`src/rtl/fpa_pkg.sv`:
```
`timescale 1ns / 1ps
// ----------------------------------------------------------------------------
// fpa_pkg
// Shared types, codes and helpers for the signed fixed-point ALU.
// ----------------------------------------------------------------------------
package fpa_pkg;

  localparam int FRACTION_BITS = 8;
  localparam int WORD_BITS     = 32;
  localparam int QUOT_BITS     = WORD_BITS + FRACTION_BITS;
  localparam int MAG_BITS      = 2 * WORD_BITS + 1;
  // front register + one cell per quotient bit + output register
  localparam int LATENCY       = QUOT_BITS + 2;

  typedef logic [WORD_BITS-1:0] word_t;

  typedef enum logic [3:0] {
    OP_ADD, OP_SUB, OP_MUL, OP_DIV, OP_GT, OP_LT, OP_GE, OP_LE,
    OP_EQ, OP_NE, OP_MIN, OP_MAX, OP_TOINT, OP_FROMINT, OP_INC, OP_DEC
  } op_t;

  localparam logic [1:0] ST_OK  = 2'd0;
  localparam logic [1:0] ST_OVF = 2'd1;
  localparam logic [1:0] ST_DZ  = 2'd2;

  typedef struct packed {
    word_t      value;
    logic       flag;
    logic [1:0] status;
  } res_t;

  typedef struct packed {
    logic                 valid;
    logic                 is_div;
    logic                 neg;
    word_t                d;
    word_t                r;
    logic [QUOT_BITS-1:0] n;
    logic [QUOT_BITS-1:0] q;
    res_t                 res;
  } cell_t;

  function automatic word_t sat_word(logic neg);
    return neg ? {1'b1, {(WORD_BITS-1){1'b0}}} : {1'b0, {(WORD_BITS-1){1'b1}}};
  endfunction

  function automatic word_t mag_of(word_t x);
    return x[WORD_BITS-1] ? word_t'(0) - x : x;
  endfunction

  // sign and exact magnitude to a saturated word
  function automatic res_t saturate(logic neg, logic [MAG_BITS-1:0] mag);
    logic [MAG_BITS-1:0] limit;
    word_t               m;
    res_t                r;
    limit = neg ? (MAG_BITS'(1) << (WORD_BITS-1))
                : (MAG_BITS'(1) << (WORD_BITS-1)) - MAG_BITS'(1);
    m = mag[WORD_BITS-1:0];
    r.flag = 1'b0;
    if (mag > limit) begin
      r.value  = sat_word(neg);
      r.status = ST_OVF;
    end else begin
      r.value  = neg ? word_t'(0) - m : m;
      r.status = ST_OK;
    end
    return r;
  endfunction

  function automatic res_t add_sat(word_t a, word_t b, logic sub);
    word_t s;
    word_t ovf;
    res_t  r;
    s   = sub ? a - b : a + b;
    ovf = sub ? ((a ^ b) & (a ^ s)) : ((a ^ s) & (b ^ s));
    r.flag = 1'b0;
    if (ovf[WORD_BITS-1]) begin
      r.value  = sat_word(a[WORD_BITS-1]);
      r.status = ST_OVF;
    end else begin
      r.value  = s;
      r.status = ST_OK;
    end
    return r;
  endfunction

endpackage

```
`src/rtl/fpa_finish.sv`:
```
`timescale 1ns / 1ps
// ----------------------------------------------------------------------------
// fpa_finish
// Rounds the quotient from the last cell and saturates it; other items
// pass their result through.
// ----------------------------------------------------------------------------
module fpa_finish (
  input  fpa_pkg::cell_t c_in,
  output fpa_pkg::res_t  res
);
  import fpa_pkg::*;

  logic             rnd;
  logic [QUOT_BITS:0] qr;

  always_comb begin
    // round half away from zero: 2r >= d
    rnd = {c_in.r, 1'b0} >= {1'b0, c_in.d};
    qr  = {1'b0, c_in.q} + {{QUOT_BITS{1'b0}}, rnd};
    if (c_in.is_div) begin
      res = saturate(c_in.neg, MAG_BITS'(qr));
    end else begin
      res = c_in.res;
    end
  end

endmodule

```
`config.mk`:
```
export PLATFORM = sky130hd
export DESIGN_NAME = fpa_finish
export DESIGN_NICKNAME = d
export VERILOG_FILES = /design/src/rtl/fpa_pkg.sv /design/src/rtl/fpa_finish.sv
export SDC_FILE = /design/constraint.sdc
export NUM_CORES = 1
export LEC_CHECK = 0
export BUFFER_PORTS_ARGS = -buffer_cell sky130_fd_sc_hd__clkbuf_2
export CAP_MARGIN = 20
export CORE_UTILIZATION = 49
export DETAILED_ROUTE_END_ITERATION = 8
export PLACE_DENSITY_LB_ADDON = 0.25
export SLEW_MARGIN = 20
export SYNTH_ARGS = -nofsm -noshare
export SYNTH_HDL_FRONTEND = slang
export SYNTH_SLANG_ARGS = --single-unit
```
`constraint.sdc`:
```
create_clock -name vclk -period 10.9
set_clock_uncertainty 0.05 [all_clocks]
set_input_delay 1.635 -clock vclk [all_inputs]
set_output_delay 1.635 -clock vclk [all_outputs]
set_load 0.01 [all_outputs]
```
Word level (Yosys, flattened, before mapping). Index checks and enable logic that the tools add are counted.

Register bits after elaboration: 0. Input port bits: 182. Output and inout port bits: 35. Logic and storage cells: 10.

Add/subtract/negate cells: 2. Order comparisons: 2. Mux-type cells: 6.

Operators by type and width (count): 32-bit 2-to-1 mux (4); 40-bit by 1-bit adder with 41-bit output (1); 41-bit by 32-bit greater-than comparator with 1-bit output (1); 35-bit 2-to-1 mux (1); 33-bit by 32-bit greater-or-equal comparator with 1-bit output (1); 1-bit by 32-bit subtractor with 32-bit output (first input constant) (1); 1-bit 2-to-1 mux (1).

Logic depth before layout (Yosys ltp).
Depth in word-level cells: 6. Gate-level depth with buffers: 31. Depth with buffers taken out: 28.

Worst setup path before layout. No wires, ideal clock.

Path kind: input port to output port. From: input port c_in[148] (netlist bit). To: output port res[17] (netlist bit). Arrival: 7171 ps. Setup slack: 2044 ps. Stages on the path: 30. Path through: inv_1 -> ha_1 -> nor2b_1 -> o21a_1 -> o21a_1 -> o21a_1 -> o21a_1 -> o21a_1 -> o21ai_0 -> a221o_1 -> nand3_1 -> ha_1 -> ha_1 -> buf_4 -> nand3_2 -> or4_4 -> buf_6 -> or2_1 -> nor3_1 -> xor2_1 -> ha_1 -> a21o_1 -> a211o_1 -> a211oi_1 -> nand4_1 -> nand3_1 -> nand3_2 -> buf_6 -> o21bai_1 -> a211oi_1.

RTL lines: start: declaration (line fpa_finish.sv:8) `input fpa_pkg::cell_t c_in,`; end: declaration (line fpa_finish.sv:9) `output fpa_pkg::res_t res`.

==> impl_metrics.env <==
export IMPL_ant_nets=0
export IMPL_muxShareOfSynthArea_pct=1.451
export IMPL_syn_area_um2=4310
export IMPL_grt_antenna_before_repair=0
export IMPL_drtIter0Drc=270
export IMPL_wl_mm=13.69
export IMPL_combPwrFrac_pct=100.0
export IMPL_layout_nets=1033
export IMPL_startpoint="c_in[148]"
export IMPL_fp_row_count=33
export IMPL_diodes=0
export IMPL_slowest_delay_ns=0.69
export IMPL_gr_usage_all_layers_pct=29.47
export IMPL_die_area_um2=9176
export IMPL_worstPathRequired_ns=9.22
export IMPL_core_area_um2=8382
export IMPL_internal_power_uw=73.75
export IMPL_synth_compound_area_share_pct=29.90
export IMPL_cp_endpoint="res[28]"
export IMPL_seqPwrFrac_pct=0
export IMPL_cp_end_kind="output pin"
export IMPL_synth_largest_area_cell="ha_1"
export IMPL_final_hold_viol_count=0
export IMPL_setup_viol=0
export IMPL_worst_ep_arrival_time_ns=8.47
export IMPL_synthXorXnorAreaFrac_pct=6.502
export IMPL_register_area_um2=0
export IMPL_fin_crit_sh_pct=93.21
export IMPL_ios=217
export IMPL_hold_class="primary input to output pin"
export IMPL_nFillCells=802
export IMPL_setup_tns_ns=0
export IMPL_path_class="primary input to output pin"
export IMPL_maxCapViolCount=0
export IMPL_post_place_ws_ns=0.8226
export IMPL_drc=0
export IMPL_initial_core_util_pct=51.43
export IMPL_vias=5347
export IMPL_timing_final_ws_setup_ns=0.7406
export IMPL_dp_cells=888
export IMPL_die_h_um=95.79
export IMPL_max_clock_freq_mhz=98.43
export IMPL_cts_resized=0
export IMPL_synth_top_area_share_pct=19.16
export IMPL_cp_start_kind="primary input"
export IMPL_drive_gt1_share_pct=27.33
export IMPL_maxSlewViolCount=0
export IMPL_postLayoutCoreUtil_pct=61.83
export IMPL_netlist_instances=638
export IMPL_die_w_um=95.79
export IMPL_cp_slowest_cell="or4_4"
export IMPL_irDropWorstVdd_v=0.00001939
export IMPL_hold_buffers=0
export IMPL_netSwitchingFraction_pct=56.86
export IMPL_status="completed"
export IMPL_synth_avg_cell_area_um2=6.756
export IMPL_syn_num_nets=886
export IMPL_area_growth_pct=20.23
export IMPL_hold_depth=4
export IMPL_synth_distinct_cells=76
export IMPL_synthTopCellsByArea="ha_1 (19%), a21oi_1 (5.5%), inv_1 (5.1%)"
export IMPL_grt_ovfl_total=0
export IMPL_total_power_uw=171.0
export IMPL_synth_top_family_by_area="simple AND/OR/NAND/NOR gates"
export IMPL_ys_seq_area_share_pct=0
export IMPL_crit_top_cell="o21a_1"
export IMPL_design_seq_count=0
export IMPL_portBuffers=176
export IMPL_clkPwrFrac_pct=0
export IMPL_post_cts_buffers=0
export IMPL_path_max_fanout=12
export IMPL_slew_limit_headroom_pct=40.47
export IMPL_dp_hpwl_mm=11.50
export IMPL_yosys_area_share_simple_pct=33.76
export IMPL_period_needed_ns=10.16
export IMPL_num_clock_buffers=0
export IMPL_synth_most_common_cell="ha_1"
export IMPL_hp_start="c_in[7]"
export IMPL_ys_warn_count=0
export IMPL_dr_pass1_iters=5
export IMPL_p_per_area_nw_per_um2=32.99
export IMPL_vias_per_cell=6.021
export IMPL_rsz0062_at_grt="false"
export IMPL_final_cells=888
export IMPL_worst_pin_slew_ns=0.8919
export IMPL_synth_fa_ha_area_share_pct=19.16
export IMPL_grt_max_degree=69
export IMPL_grt_pass1_vias=4791
export IMPL_p_switching_uw=97.22
export IMPL_grt_pass1_wl_mm=21.93
export IMPL_place_gp_congestion=0.9113
export IMPL_leakage_uw=0.002436
export IMPL_wire_per_inst_um=15.41
export IMPL_synth_common_cells="ha_1 (66), inv_1 (59), a21oi_1 (47), nand2_1 (46), nor2_1 (37)"
-- power groups by stage --
stage / registers [µW] / logic [µW] / clock network (µW)
finish: 0 / 171 / 0
CTS: 0 / 169 / 0
floorplan: 0 / 104 / 0
global placement: 0 / 162 / 0
global route: 0 / 192 / 0
detailed placement: 0 / 168 / 0
-- critical path, delay by kind of cell --
kind                       cells  cell delay, ns
buffers and inverters          3            0.28
xor gates and xnor gates       1            0.46
adders and majority gates      4            1.32
AOI/OAI and AO/OA             12            2.07
and+or+nand+nor               10            2.71
-- cell families after synthesis --
logic type,count (synthesis)
AO/OA/AOI/OAI,184
AND/OR/NAND/NOR,256
buffers and inverters,94
adder cells (fa/ha/maj),66
multiplexers,6
XOR/XNOR,32
-- cells in the final DEF, fill, tap and decap left out, types with 3 or more instances in the layout --
master     synthesis  routed
clkbuf_2           0     176
ha_1              66      66
inv_1             59      59
a21oi_1           47      47
nand2_1           46      46
nor2_1            37      37
nand3_1           35      35
o21ai_0           29      29
nand4_1           26      26
xnor2_1           20      20
nor3_1            14      14
nor4_1            15      14
o21a_1            13      13
xor2_1            12      12
or3_1             12      12
o2bb2ai_1         12      12
and3_1            11      11
a211oi_1          11      11
or2_2              9       9
and2_1             9       9
nor2b_1            8       8
a21o_1             8       8
o211ai_1           7       7
nor4_2             5       6
a31oi_1            5       5
and4_1             4       4
or4_1              4       4
mux2i_1            4       4
o21bai_1           4       4
buf_4              3       4
o21ai_1            3       3
o31ai_1            3       3
o311ai_0           3       3
o311ai_1           3       3
o2111ai_1          3       3
-- per-layer routing --
| layer | share of wire [%] | track usage [%] | up-vias |
|---|---|---|---|
| met3 | 6.9 | 2.686 | 20 |
| li1 | - | - | 2695 |
| met2 | 47 | 52.32 | 215 |
| met5 | 0 | 0 | - |
| met4 | 1.8 | 6.343 | 0 |
| met1 | 44 | 38.39 | 2417 |
-- worst min-delay path by stage --
stage              end  slack [ns]
2_1_floorplan  res[29]        3.34
3_3_place_gp   res[31]        3.51
3_5_place_dp    res[7]        3.51
4_1_cts        res[12]        3.52
5_1_grt         res[9]        3.52
6_report        res[7]        3.51
-- stage by stage --
stage | hold WS [ns] | instance area, µm²
after global placement | 3.508 | 5176
after global routing | 3.523 | 5182
after CTS | 3.516 | 5176
final | 3.509 | 5182
after floorplan | 3.340 | 4310
after detailed placement | 3.515 | 5176
-- layout make-up --
class,count,area [µm²],share of cell area (%)
multi-input combinational,544,3919,75.62
tap,105,131.4,2.535
timing repair buffer,180,910.9,17.58
inverter,59,221.5,4.273
Note: power is estimated with default switching activity, not from simulation.
