File: config.mk
export PLATFORM = sky130hd
export DESIGN_NAME = fpa_cell
export DESIGN_NICKNAME = d
export VERILOG_FILES = /design/src/rtl/fpa_pkg.sv /design/src/rtl/fpa_cell.sv
export SDC_FILE = /design/constraint.sdc
export NUM_CORES = 1
export LEC_CHECK = 0
export BUFFER_PORTS_ARGS = -buffer_cell sky130_fd_sc_hd__buf_2
export CAP_MARGIN = 15
export CORE_ASPECT_RATIO = 1.1
export CORE_MARGIN = 2
export CORE_UTILIZATION = 30
export DETAILED_ROUTE_END_ITERATION = 16
export GPL_TIMING_DRIVEN = 0
export HOLD_SLACK_MARGIN = 0.08
export PLACE_DENSITY_LB_ADDON = 0.25
export SLEW_MARGIN = 5
export SYNTH_ARGS = -nofsm -noshare
export SYNTH_HDL_FRONTEND = slang
export SYNTH_SLANG_ARGS = --single-unit
File: constraint.sdc
create_clock -name clk -period 5.35 [get_ports clk]
set_clock_uncertainty 0.05 [all_clocks]
set_input_delay 1.07 -clock clk [delete_from_list [all_inputs] [get_ports clk]]
set_output_delay 1.07 -clock clk [all_outputs]
set_load 0.05 [all_outputs]
File: src/rtl/fpa_pkg.sv
`timescale 1ns / 1ps
// ----------------------------------------------------------------------------
// fpa_pkg
// Shared types, codes and helpers for the signed fixed-point ALU.
// ----------------------------------------------------------------------------
package fpa_pkg;

  localparam int FRACTION_BITS = 8;
  localparam int WORD_BITS     = 32;
  localparam int QUOT_BITS     = WORD_BITS + FRACTION_BITS;
  localparam int MAG_BITS      = 2 * WORD_BITS + 1;
  // front register + one cell per quotient bit + output register
  localparam int LATENCY       = QUOT_BITS + 2;

  typedef logic [WORD_BITS-1:0] word_t;

  typedef enum logic [3:0] {
    OP_ADD, OP_SUB, OP_MUL, OP_DIV, OP_GT, OP_LT, OP_GE, OP_LE,
    OP_EQ, OP_NE, OP_MIN, OP_MAX, OP_TOINT, OP_FROMINT, OP_INC, OP_DEC
  } op_t;

  localparam logic [1:0] ST_OK  = 2'd0;
  localparam logic [1:0] ST_OVF = 2'd1;
  localparam logic [1:0] ST_DZ  = 2'd2;

  typedef struct packed {
    word_t      value;
    logic       flag;
    logic [1:0] status;
  } res_t;

  typedef struct packed {
    logic                 valid;
    logic                 is_div;
    logic                 neg;
    word_t                d;
    word_t                r;
    logic [QUOT_BITS-1:0] n;
    logic [QUOT_BITS-1:0] q;
    res_t                 res;
  } cell_t;

  function automatic word_t sat_word(logic neg);
    return neg ? {1'b1, {(WORD_BITS-1){1'b0}}} : {1'b0, {(WORD_BITS-1){1'b1}}};
  endfunction

  function automatic word_t mag_of(word_t x);
    return x[WORD_BITS-1] ? word_t'(0) - x : x;
  endfunction

  // sign and exact magnitude to a saturated word
  function automatic res_t saturate(logic neg, logic [MAG_BITS-1:0] mag);
    logic [MAG_BITS-1:0] limit;
    word_t               m;
    res_t                r;
    limit = neg ? (MAG_BITS'(1) << (WORD_BITS-1))
                : (MAG_BITS'(1) << (WORD_BITS-1)) - MAG_BITS'(1);
    m = mag[WORD_BITS-1:0];
    r.flag = 1'b0;
    if (mag > limit) begin
      r.value  = sat_word(neg);
      r.status = ST_OVF;
    end else begin
      r.value  = neg ? word_t'(0) - m : m;
      r.status = ST_OK;
    end
    return r;
  endfunction

  function automatic res_t add_sat(word_t a, word_t b, logic sub);
    word_t s;
    word_t ovf;
    res_t  r;
    s   = sub ? a - b : a + b;
    ovf = sub ? ((a ^ b) & (a ^ s)) : ((a ^ s) & (b ^ s));
    r.flag = 1'b0;
    if (ovf[WORD_BITS-1]) begin
      r.value  = sat_word(a[WORD_BITS-1]);
      r.status = ST_OVF;
    end else begin
      r.value  = s;
      r.status = ST_OK;
    end
    return r;
  endfunction

endpackage

File: src/rtl/fpa_cell.sv
`timescale 1ns / 1ps
// ----------------------------------------------------------------------------
// fpa_cell
// One restoring-division cell: shifts in a dividend bit, makes one quotient
// bit, and hands the item to the next cell.
// ----------------------------------------------------------------------------
module fpa_cell (
  input  logic          clk,
  input  logic          rst_n,
  input  fpa_pkg::cell_t c_in,
  output fpa_pkg::cell_t c_out
);
  import fpa_pkg::*;

  cell_t              cell_r;
  cell_t              cell_nxt;
  logic [WORD_BITS:0] r2;
  logic [WORD_BITS:0] diff;
  logic               ge;

  always_comb begin
    r2   = {c_in.r, c_in.n[QUOT_BITS-1]};
    diff = r2 - {1'b0, c_in.d};
    ge   = r2 >= {1'b0, c_in.d};
    cell_nxt   = c_in;
    cell_nxt.r = ge ? diff[WORD_BITS-1:0] : r2[WORD_BITS-1:0];
    cell_nxt.n = {c_in.n[QUOT_BITS-2:0], 1'b0};
    cell_nxt.q = {c_in.q[QUOT_BITS-2:0], ge};
  end

  always_ff @(posedge clk) begin
    if (!rst_n) begin
      cell_r.valid <= 1'b0;
    end else begin
      cell_r.valid <= cell_nxt.valid;
    end
    cell_r.is_div <= cell_nxt.is_div;
    cell_r.neg    <= cell_nxt.neg;
    cell_r.d      <= cell_nxt.d;
    cell_r.r      <= cell_nxt.r;
    cell_r.n      <= cell_nxt.n;
    cell_r.q      <= cell_nxt.q;
    cell_r.res    <= cell_nxt.res;
  end

  assign c_out = cell_r;

endmodule

---- Yosys cells after proc, flatten, opt, wreduce, memory -nomap -nowiden ----
Cells that the tools add are included.
cells by class
  add/sub/neg operators ................... 1
  $lt $le $gt $ge ......................... 1
  muxes and demuxes ....................... 1
operator list
  kind                                          count
  greater-or-equal comparator 33 x 32 -> 1 bit  1
  2-to-1 mux 32 bit                             1
  subtractor 32 bit                             1
storage, ports and cells
  register bits after elaboration ......... 181
  bits of input ports ..................... 184
  word-level logic and storage cells ...... 13

---- Longest topological paths before layout ----
Gate-level depths: netlist (run 1).
  depth after elaboration ................. 2
  gate-level depth with buffers ........... 13
  mapped depth without buffers ............ 12

---- Worst setup path before layout (run 1) ----
No wires, ideal clock.
  kind .................................... input port to flip-flop
  from .................................... in c_in[154] (netlist name)
  to ...................................... reg cell_r (netlist bit c_out[128])
  library setup time ...................... 123 ps
  data arrival time ....................... 3579 ps
  slack ................................... 1598 ps
  stages .................................. 12
  path buffers ............................ 2
  path through ............................ inv_1 ha_1 buf_2 nand4_1 or4_1 a21oi_1 nor3_1 a211oi_2 o21ai_2 o31ai_4 buf_4 mux2_1
RTL lines
  what             line            RTL
  start, declared  fpa_cell.sv:10  input fpa_pkg::cell_t c_in,
  end, declared    fpa_cell.sv:15  cell_t cell_r;

==> impl_metrics.toml, run 1 <==
[floorplan]
core-area_um2 = 19100
initial_utilization_pct = 30.6
die_width_um = 137
placementRows = 53
ioPinCount = 366
floorplan.die.height_um = 150
die_area_um2 = 20600

[run]
maxCapViolCount = 0

[setup_path]
crit_type = "in2reg"
setup.worst_path.start_class = "input pin"
worst_endpoint_data_arrival_time_ns = 4.24
worst_ep_required_time_ns = 5.62
critical_path.max_fanout = 4
crit_end_element = "flip-flop"

[drt]
antenna_violating_nets_post_route = 0
first_pass_iters = 4
vias_per_cell = 4.32
drt_wl_total_mm = 19.7
post-route-drc-count = 0
wl_per_cell_um = 16.8
vias = 5068
drtIter0Drc = 130

[final_layout]
mostFrequentLayoutCell = "sky130_fd_sc_hd__buf_2"
post_layout_nonfiller_instances = 1173
layout-drive-gt1-share_pct = 45.2
area.growth.synth_to_final_pct = 46.4
multi_input_comb_area_um2 = 1990
fill_cells = 1908
sequential_cell_area_um2 = 3620
largest_register_ff_count = 181
final_nets = 1128
layout.cells.most_common_list = "sky130_fd_sc_hd__buf_2 (371), sky130_fd_sc_hd__dfxtp_1 (181), sky130_fd_sc_hd__a21oi_1 (56)"
finish.utilization_pct = 44.9

[grt]
antenna_found_initial = 4
global_route.overflow_total = 0
grt_pass1_wl_mm = 27.5
grtUsageMet1_pct = 20.3
grt_pass1_vias = 4905
global_route_track_usage_on_met2_pct = 31.6
groute.usage.overall_pct = 18.0
largest_net_degree_at_the_start_of_global_routing = 20
grtUsageMet3_pct = 6.84
grt_most_used_layer = "met2"

[run_status]
status = "complete, no violations"

[sta]
rsz0062_at_grt = "false"
timing.max_slew.rel_slack_pct = 61.0
drv_slew = 0
worst_margin_pin_slew_ns = 0.578
setup_viol = 0
final.min_clock_period_ns = 3.97
layout_worst_path_cycle_share_pct = 74.3
maxClockFrequency_mhz = 252
final.setup.tns_ns = 0
hold_violations = 0

[synth]
synth.ff_latch_count = 181
synth_area_um2 = 5850
synthesis.instances = 529
unique_cell_type_count_in_the_yosys_netlist = 49
share_of_the_yosys_chip_area_belonging_to_registers_pct = 61.9
synth_edf_count = 0
warning_count_from_the_yosys_run = 0
synth_top_cell_area_share_pct = 61.9
postSynthAreaPerCell_um2 = 11.1
synth_nets = 746
yosys-top-cells-area = "sky130_fd_sc_hd__dfxtp_1 (62%), sky130_fd_sc_hd__ha_1 (6.8%), sky130_fd_sc_hd__a21oi_1 (4.8%)"
synthArstFlopShare_pct = 0
ys_dominant_reg_cell = "sky130_fd_sc_hd__dfxtp_1"
synth_top_cell_by_area = "sky130_fd_sc_hd__dfxtp_1"

[power]
powerDensity_nw_per_um2 = 424
ir_worst_vdd_v = 0.000197
total_power_mw = 3.63
leakage_nw = 4.34

[worst_hold_path]
timing.hold.worst_path_depth = 1
hp-class = "in2reg"

[placed_design]
numPortBuffers = 363
placed_cells = 1139
hpwl_mm = 15.9
gp_congestion = 0.794

[clock_network]
root_buffer = "sky130_fd_sc_hd__clkbuf_16"
clock_tree_buf_depth = 2
cts-hold-fix-buffers = 0
htree_levels = 4
cts_buffers = 17
cts_resized = 0
total_clock_sinks = 181
clk_transition_reported_paths_ns = 0.08
post-cts-setup-buffer-count = 0
clock_tree_from_tritoncts = "built"
[final timing paths]
kind / from / to / slack, ns
worst min-delay path: c_in[91] / c_out[92] / 0.69
worst max-delay path: c_in[114] / c_out[145] / 1.38
[per-stage QoR]
| stage | hold slack (ns) | setup slack, ns | instance area [um^2] |
|---|---|---|---|
| after CTS | 0.664 | 1.36 | 8560 |
| after global placement | 1.12 | 0.870 | 7980 |
| final | 0.686 | 1.38 | 8570 |
| after detailed placement | 1.12 | 0.911 | 7980 |
| after global routing | 0.659 | 1.09 | 8560 |
| after floorplan | 1.05 | 1.60 | 5850 |
[critical path, stage by stage]
cell and delay, ns:
sky130_fd_sc_hd__buf_2 0.09, sky130_fd_sc_hd__inv_1 0.04, sky130_fd_sc_hd__ha_1 0.22, sky130_fd_sc_hd__fa_1 0.40, sky130_fd_sc_hd__nand2b_1 0.18, sky130_fd_sc_hd__a21oi_1 0.17, sky130_fd_sc_hd__o21ai_0 0.26, sky130_fd_sc_hd__o311a_1 0.42
sky130_fd_sc_hd__a31oi_1 0.31, sky130_fd_sc_hd__a21oi_1 0.22, sky130_fd_sc_hd__o41ai_1 0.43, sky130_fd_sc_hd__xor2_1 0.12, sky130_fd_sc_hd__mux2_1 0.31
[cells by family after synthesis]
logic type	share of synthesized area (%)
flops	61.9
simple gates	8.06
mux	2.10
other cells	0.0641
fa+ha+maj	7.19
buf+inv	4.11
compound gates	12.5
xor+xnor	4.04
[layout make-up]
class | count | area share, %
antenna | 2 | 0.0584
buffer | 19 | 1.14
clock buffer | 17 | 4.97
clock inverter | 15 | 1.87
inverter | 38 | 1.66
multi-input combinational | 291 | 23.2
sequential | 181 | 42.3
tap | 247 | 3.61
timing repair buffer | 363 | 21.2
[routing by layer]
layer / part of all wire (%) / vias to the layer above / wire, um
li1: - / 2568 / -
met1: 39 / 2266 / 7670
met2: 50 / 217 / 9920
met3: 9.6 / 15 / 1890
met4: 0.84 / 2 / 166
met5: 0.041 / - / 8
[power by group]
part	leakage (nW)	switching, mW	total [mW]	internal, mW
Combinational	2.53	0.655	0.898	0.244
Sequential	1.53	0.0257	1.48	1.46
Clock	0.286	0.618	1.25	0.628
Total	4.34	1.30	3.63	2.33
[cells in the mapped netlist (3+ instances only)]
library cell and count:
sky130_fd_sc_hd__o211ai_1 4, sky130_fd_sc_hd__a31oi_1 5, sky130_fd_sc_hd__mux2_2 6, sky130_fd_sc_hd__a21o_1 12, sky130_fd_sc_hd__o21ai_0 16, sky130_fd_sc_hd__a211oi_1 3
sky130_fd_sc_hd__nor4_1 4, sky130_fd_sc_hd__nor2_1 35, sky130_fd_sc_hd__nand2b_1 3, sky130_fd_sc_hd__nand4_1 8, sky130_fd_sc_hd__xnor2_1 15, sky130_fd_sc_hd__xor2_1 12
sky130_fd_sc_hd__nand2_1 26, sky130_fd_sc_hd__o21a_1 6, sky130_fd_sc_hd__and2_1 3, sky130_fd_sc_hd__o21bai_1 3, sky130_fd_sc_hd__inv_1 38, sky130_fd_sc_hd__mux2_1 4
sky130_fd_sc_hd__a21oi_1 56, sky130_fd_sc_hd__ha_1 32, sky130_fd_sc_hd__buf_2 8, sky130_fd_sc_hd__nor2b_1 3, sky130_fd_sc_hd__dfxtp_1 181, sky130_fd_sc_hd__buf_4 4
sky130_fd_sc_hd__clkbuf_1 6, sky130_fd_sc_hd__nand3_1 8
(Power assumes the default switching activity.)
==> run 2, diff against run 1 <==
- ABC_AREA: unset -> 1
- clock period: 5.35 -> 3.8 ns (I/O delays scaled with it)
==> impl_metrics.toml, run 2 <==
[drt]
post-route-drc-count = 0
wl_per_cell_um = 16.0
drtIter0Drc = 290
first_pass_iters = 4
vias = 6257
vias_per_cell = 4.10
antenna_violating_nets_post_route = 0
drt_wl_total_mm = 24.3

[setup_path]
critical_path.max_fanout = 10
worst_endpoint_data_arrival_time_ns = 2.63
crit_type = "in2reg"
crit_end_element = "flip-flop"
worst_ep_required_time_ns = 4.05
setup.worst_path.start_class = "input pin"

[grt]
antenna_found_initial = 3
largest_net_degree_at_the_start_of_global_routing = 20
grt_pass1_vias = 6189
grt_pass1_wl_mm = 35.5
groute.usage.overall_pct = 20.3
global_route.overflow_total = 0

[clock_network]
clk_transition_reported_paths_ns = 0.08
clock_tree_buf_depth = 2
clock_tree_from_tritoncts = "built"
cts-hold-fix-buffers = 0
post-cts-setup-buffer-count = 0
root_buffer = "sky130_fd_sc_hd__clkbuf_16"
cts_resized = 0
total_clock_sinks = 181
cts_buffers = 17
htree_levels = 4

[synth]
postSynthAreaPerCell_um2 = 8.09
share_of_the_yosys_chip_area_belonging_to_registers_pct = 53.7
synth_nets = 1052
synth_edf_count = 0
warning_count_from_the_yosys_run = 0
synthArstFlopShare_pct = 0
synth_top_cell_area_share_pct = 53.7
synth.top_cells.by_count = "sky130_fd_sc_hd__nand2_1 (298), sky130_fd_sc_hd__dfxtp_1 (181), sky130_fd_sc_hd__inv_1 (151), sky130_fd_sc_hd__nand3_1 (37), sky130_fd_sc_hd__nor2_1 (34)"
synth_top_cell_by_area = "sky130_fd_sc_hd__dfxtp_1"
synthesis.instances = 835
synth_area_um2 = 6750
yosysMostFrequentCell = "sky130_fd_sc_hd__nand2_1"
ys_dominant_reg_cell = "sky130_fd_sc_hd__dfxtp_1"
synth.ff_latch_count = 181
unique_cell_type_count_in_the_yosys_netlist = 29
yosys-top-cells-area = "sky130_fd_sc_hd__dfxtp_1 (54%), sky130_fd_sc_hd__nand2_1 (17%), sky130_fd_sc_hd__inv_1 (8.4%)"

[floorplan]
floorplan.die.height_um = 161
placementRows = 57
die_area_um2 = 23700
ioPinCount = 366
die_width_um = 147
core-area_um2 = 22100
initial_utilization_pct = 30.5

[power]
power.combinational.fraction_pct = 25.6
powerDensity_nw_per_um2 = 544
pwr-share-clk_pct = 34.3
switching_power_mw = 1.91
cell_internal_pwr_mw = 3.27
total_power_mw = 5.18
leakage_nw = 5.44
share_seq_of_total_power_pct = 40.1
ir_worst_vdd_v = 0.000280
switching_share_pct = 36.8

[final_layout]
layout-drive-gt1-share_pct = 34.9
area.growth.synth_to_final_pct = 41.1
mostFrequentLayoutCell = "sky130_fd_sc_hd__buf_2"
final_cell_area_um2 = 9530
finish.utilization_pct = 43.1
layout.cells.most_common_list = "sky130_fd_sc_hd__buf_2 (364), sky130_fd_sc_hd__nand2_1 (298), sky130_fd_sc_hd__dfxtp_1 (181)"
final_nets = 1434
largest_register_ff_count = 181

[placed_design]
hpwl_mm = 20.6
placement.setup.worst_slack_ns = 0.926
gp_congestion = 0.937
detailed_place.area_um2 = 8940
numPortBuffers = 363

[sta]
rsz0062_at_grt = "false"
final.setup.tns_ns = 0
maxClockFrequency_mhz = 421
hold_violations = 0
setup_viol = 0
layout_worst_path_cycle_share_pct = 62.6
layout_setup_ws_ns = 1.42
drv_slew = 0
final.min_clock_period_ns = 2.38

[run_status]
status = "complete, no violations"

[worst_hold_path]
hp-class = "in2reg"

[run]
maxCapViolCount = 0
run 2: routing by layer:
layer	GRT usage (%)	part of all wire [%]	vias to the layer above
li1	-	-	3255
met1	22.4	39	2749
met2	35.2	49	218
met3	8.84	9.7	31
met4	6.29	2.2	4
met5	0	0.10	-
run 2: worst max-delay path, cell delays in order:
cell                      delay (ns)
sky130_fd_sc_hd__buf_2          0.09
sky130_fd_sc_hd__inv_1          0.04
sky130_fd_sc_hd__ha_1           0.39
sky130_fd_sc_hd__nand2_1        0.21
sky130_fd_sc_hd__nor3_2         0.21
sky130_fd_sc_hd__nand2_1        0.11
sky130_fd_sc_hd__a21oi_1        0.21
sky130_fd_sc_hd__nor2_2         0.11
sky130_fd_sc_hd__nand2_8        0.12
sky130_fd_sc_hd__inv_4          0.05
sky130_fd_sc_hd__buf_6          0.14
sky130_fd_sc_hd__nand2_1        0.06
sky130_fd_sc_hd__nand2_1        0.10
run 2: path summary, 6_finish.rpt:
check,from,to,slack (ns),depth (start not counted)
setup / recovery,c_in[177],c_out[127],1.42,13
hold / removal,c_in[103],c_out[104],0.36,1
run 2: kinds of logic (layout without fill, tap and decap cells):
logic type | count (synthesis) | count (layout) | synth area share, %
simple gates | 420 | 420 | 26.6
flops | 181 | 181 | 53.7
buf+inv | 161 | 556 | 9.73
fa+ha+maj | 33 | 33 | 6.23
compound gates | 25 | 25 | 1.93
xor+xnor | 14 | 14 | 1.82
other cells | 1 | 2 | 0.0555
run 2: final cells by class:
type                    instances  area, um^2
fillers                      2327       12600
flip-flops and latches        181        3620
multi-input cells             493        2470
repair buffers                363        1820
inverters                     153         577
clock buffers                  18         429
well taps                     295         369
clock inverters                14         156
plain buffers                   8        80.1
diodes                          1        2.50
run 2: through the flow:
step | instances | hold WS (ns)
after floorplan | 835 | 0.738
after global placement | 1493 | 0.812
after detailed placement | 1493 | 0.814
after CTS | 1525 | 0.352
after global routing | 1526 | 0.347
final | 1526 | 0.360
run 2: power by group through the flow:
stage	registers [mW]	logic (mW)	clock network (mW)
floorplan	2.67	0.386	0
global placement	2.12	1.34	0
finish	2.08	1.33	1.78
global route	2.09	1.44	1.90
CTS	2.08	1.35	1.82
detailed placement	2.12	1.34	0
==> run 3, diff against run 2 <==
- clock period: 3.8 -> 2.4 ns (I/O delays scaled with it)
==> impl_metrics.toml, run 3 (synthesized netlist as in run 2, its figures left out) <==
[run_status]
status = "complete, no violations"

[sta]
hold-worst-slack_ns = 0.0846
drv_slew = 0
rsz0062_at_grt = "false"
final.min_clock_period_ns = 2.11
hold_violations = 0
setup_viol = 0
maxClockFrequency_mhz = 475
final.setup.tns_ns = 0
layout_worst_path_cycle_share_pct = 87.7

[drt]
drtIter0Drc = 243
vias_per_cell = 4.09
wl_met1_mm = 9.59
first_pass_iters = 4
met2_length_mm = 12.1
post-route-drc-count = 0
vias = 6432
route.met3.wl_mm = 2.35
drt_wl_total_mm = 24.9
wl_per_cell_um = 15.8
topRoutingLayerUsed = "met5"
antenna_violating_nets_post_route = 0

[grt]
antenna_found_initial = 3
grt_pass1_wl_mm = 36.4
groute.usage.overall_pct = 20.7
global_route.overflow_total = 0
grt_pass1_vias = 6422
largest_net_degree_at_the_start_of_global_routing = 20

[setup_path]
critical_path.max_fanout = 10
setup.worst_path.start_class = "input pin"
worst_endpoint_data_arrival_time_ns = 2.35
cp-startpoint = "c_in[177]"
crit_end_element = "flip-flop"
cp-endpoint = "c_out[127]"
crit_type = "in2reg"
worst_ep_required_time_ns = 2.65

[floorplan]
die_width_um = 147
floorplan.die.height_um = 161
initial_utilization_pct = 30.5
placementRows = 57
core-area_um2 = 22100
die_area_um2 = 23700
ioPinCount = 366

[power]
powerDensity_nw_per_um2 = 827
ir_worst_vdd_v = 0.000444
leakage_nw = 5.63

[final_layout]
finish.utilization_pct = 45.2
layout-drive-gt1-share_pct = 33.6
final_cell_area_um2 = 10000
layout.cells.most_common_list = "sky130_fd_sc_hd__buf_2 (364), sky130_fd_sc_hd__nand2_1 (298), sky130_fd_sc_hd__dfxtp_1 (181)"
area.growth.synth_to_final_pct = 48.0
final_nets = 1481
largest_register_ff_count = 181
mostFrequentLayoutCell = "sky130_fd_sc_hd__buf_2"

[placed_design]
hpwl_mm = 20.6
gp_congestion = 0.937
numPortBuffers = 363
detailed_place.area_um2 = 8940

[worst_hold_path]
timing.hold.worst_path_depth = 1
hp-class = "in2reg"

[clock_network]
htree_levels = 4
clock_tree_buf_depth = 2
cts_buffers = 17
clk_transition_reported_paths_ns = 0.08
post-cts-setup-buffer-count = 0
clock_tree_from_tritoncts = "built"
root_buffer = "sky130_fd_sc_hd__clkbuf_16"
total_clock_sinks = 181

[run]
maxCapViolCount = 0
==> run 3: cell count changes in the layout (fill, tap and decap cells not counted), sizes merged <==
| cell | change |
|---|---|
| dlygate4sd3 | +47 |
==> run 3: what timing repair did <==
item | 4_1_cts | 5_1_grt
hold endpoints to repair | 38 | 9
resized for setup | 0 | 0
hold buffers | 38 | 9
==> run 3: area by class of cell <==
| class | count | area (um^2) |
|---|---|---|
| diodes | 1 | 2.50 |
| fillers | 2281 | 12100 |
| multi-input cells | 493 | 2470 |
| clock inverters | 14 | 156 |
| clock buffers | 18 | 429 |
| plain buffers | 8 | 80.1 |
| flip-flops and latches | 181 | 3620 |
| repair buffers | 410 | 2290 |
| inverters | 153 | 577 |
| well taps | 295 | 369 |
==> run 3: stage by stage <==
step	power, mW	setup slack, ns	instances
after floorplan	4.84	0.396	835
after global placement	5.48	-0.239	1493
after detailed placement	5.48	-0.194	1493
after CTS	8.36	0.255	1563
after global routing	8.66	0.0877	1573
final	8.27	0.294	1573
==> run 3: critical path, cell delays in order <==
cell	delay, ns
sky130_fd_sc_hd__buf_2	0.09
sky130_fd_sc_hd__inv_1	0.04
sky130_fd_sc_hd__ha_1	0.40
sky130_fd_sc_hd__nand2_1	0.21
sky130_fd_sc_hd__nor3_2	0.21
sky130_fd_sc_hd__nand2_1	0.11
sky130_fd_sc_hd__a21oi_1	0.21
sky130_fd_sc_hd__nor2_2	0.11
sky130_fd_sc_hd__nand2_8	0.12
sky130_fd_sc_hd__inv_4	0.05
sky130_fd_sc_hd__buf_6	0.14
sky130_fd_sc_hd__nand2_1	0.06
sky130_fd_sc_hd__nand2_1	0.10
==> run 3: worst min path at each step <==
stage	start	endpoint
after floorplan	c_in[0]	c_out[0]
after global placement	c_in[103]	c_out[104]
after detailed placement	c_in[29]	c_out[29]
after CTS	c_in[79]	c_out[80]
after global routing	c_in[68]	c_out[69]
final	c_in[18]	c_out[18]
==> run 3: metal layers <==
metal	track usage (%)	up-vias
met3	8.67	41
met5	0	-
met4	7.78	4
li1	-	3347
met1	22.8	2815
met2	35.5	225
==> run 3: power by group <==
group | internal [mW] | leakage, nW | switching (mW)
clock network | 1.40 | 0.283 | 1.40
logic | 0.589 | 3.82 | 1.58
registers | 3.24 | 1.53 | 0.0510
total | 5.23 | 5.63 | 3.03
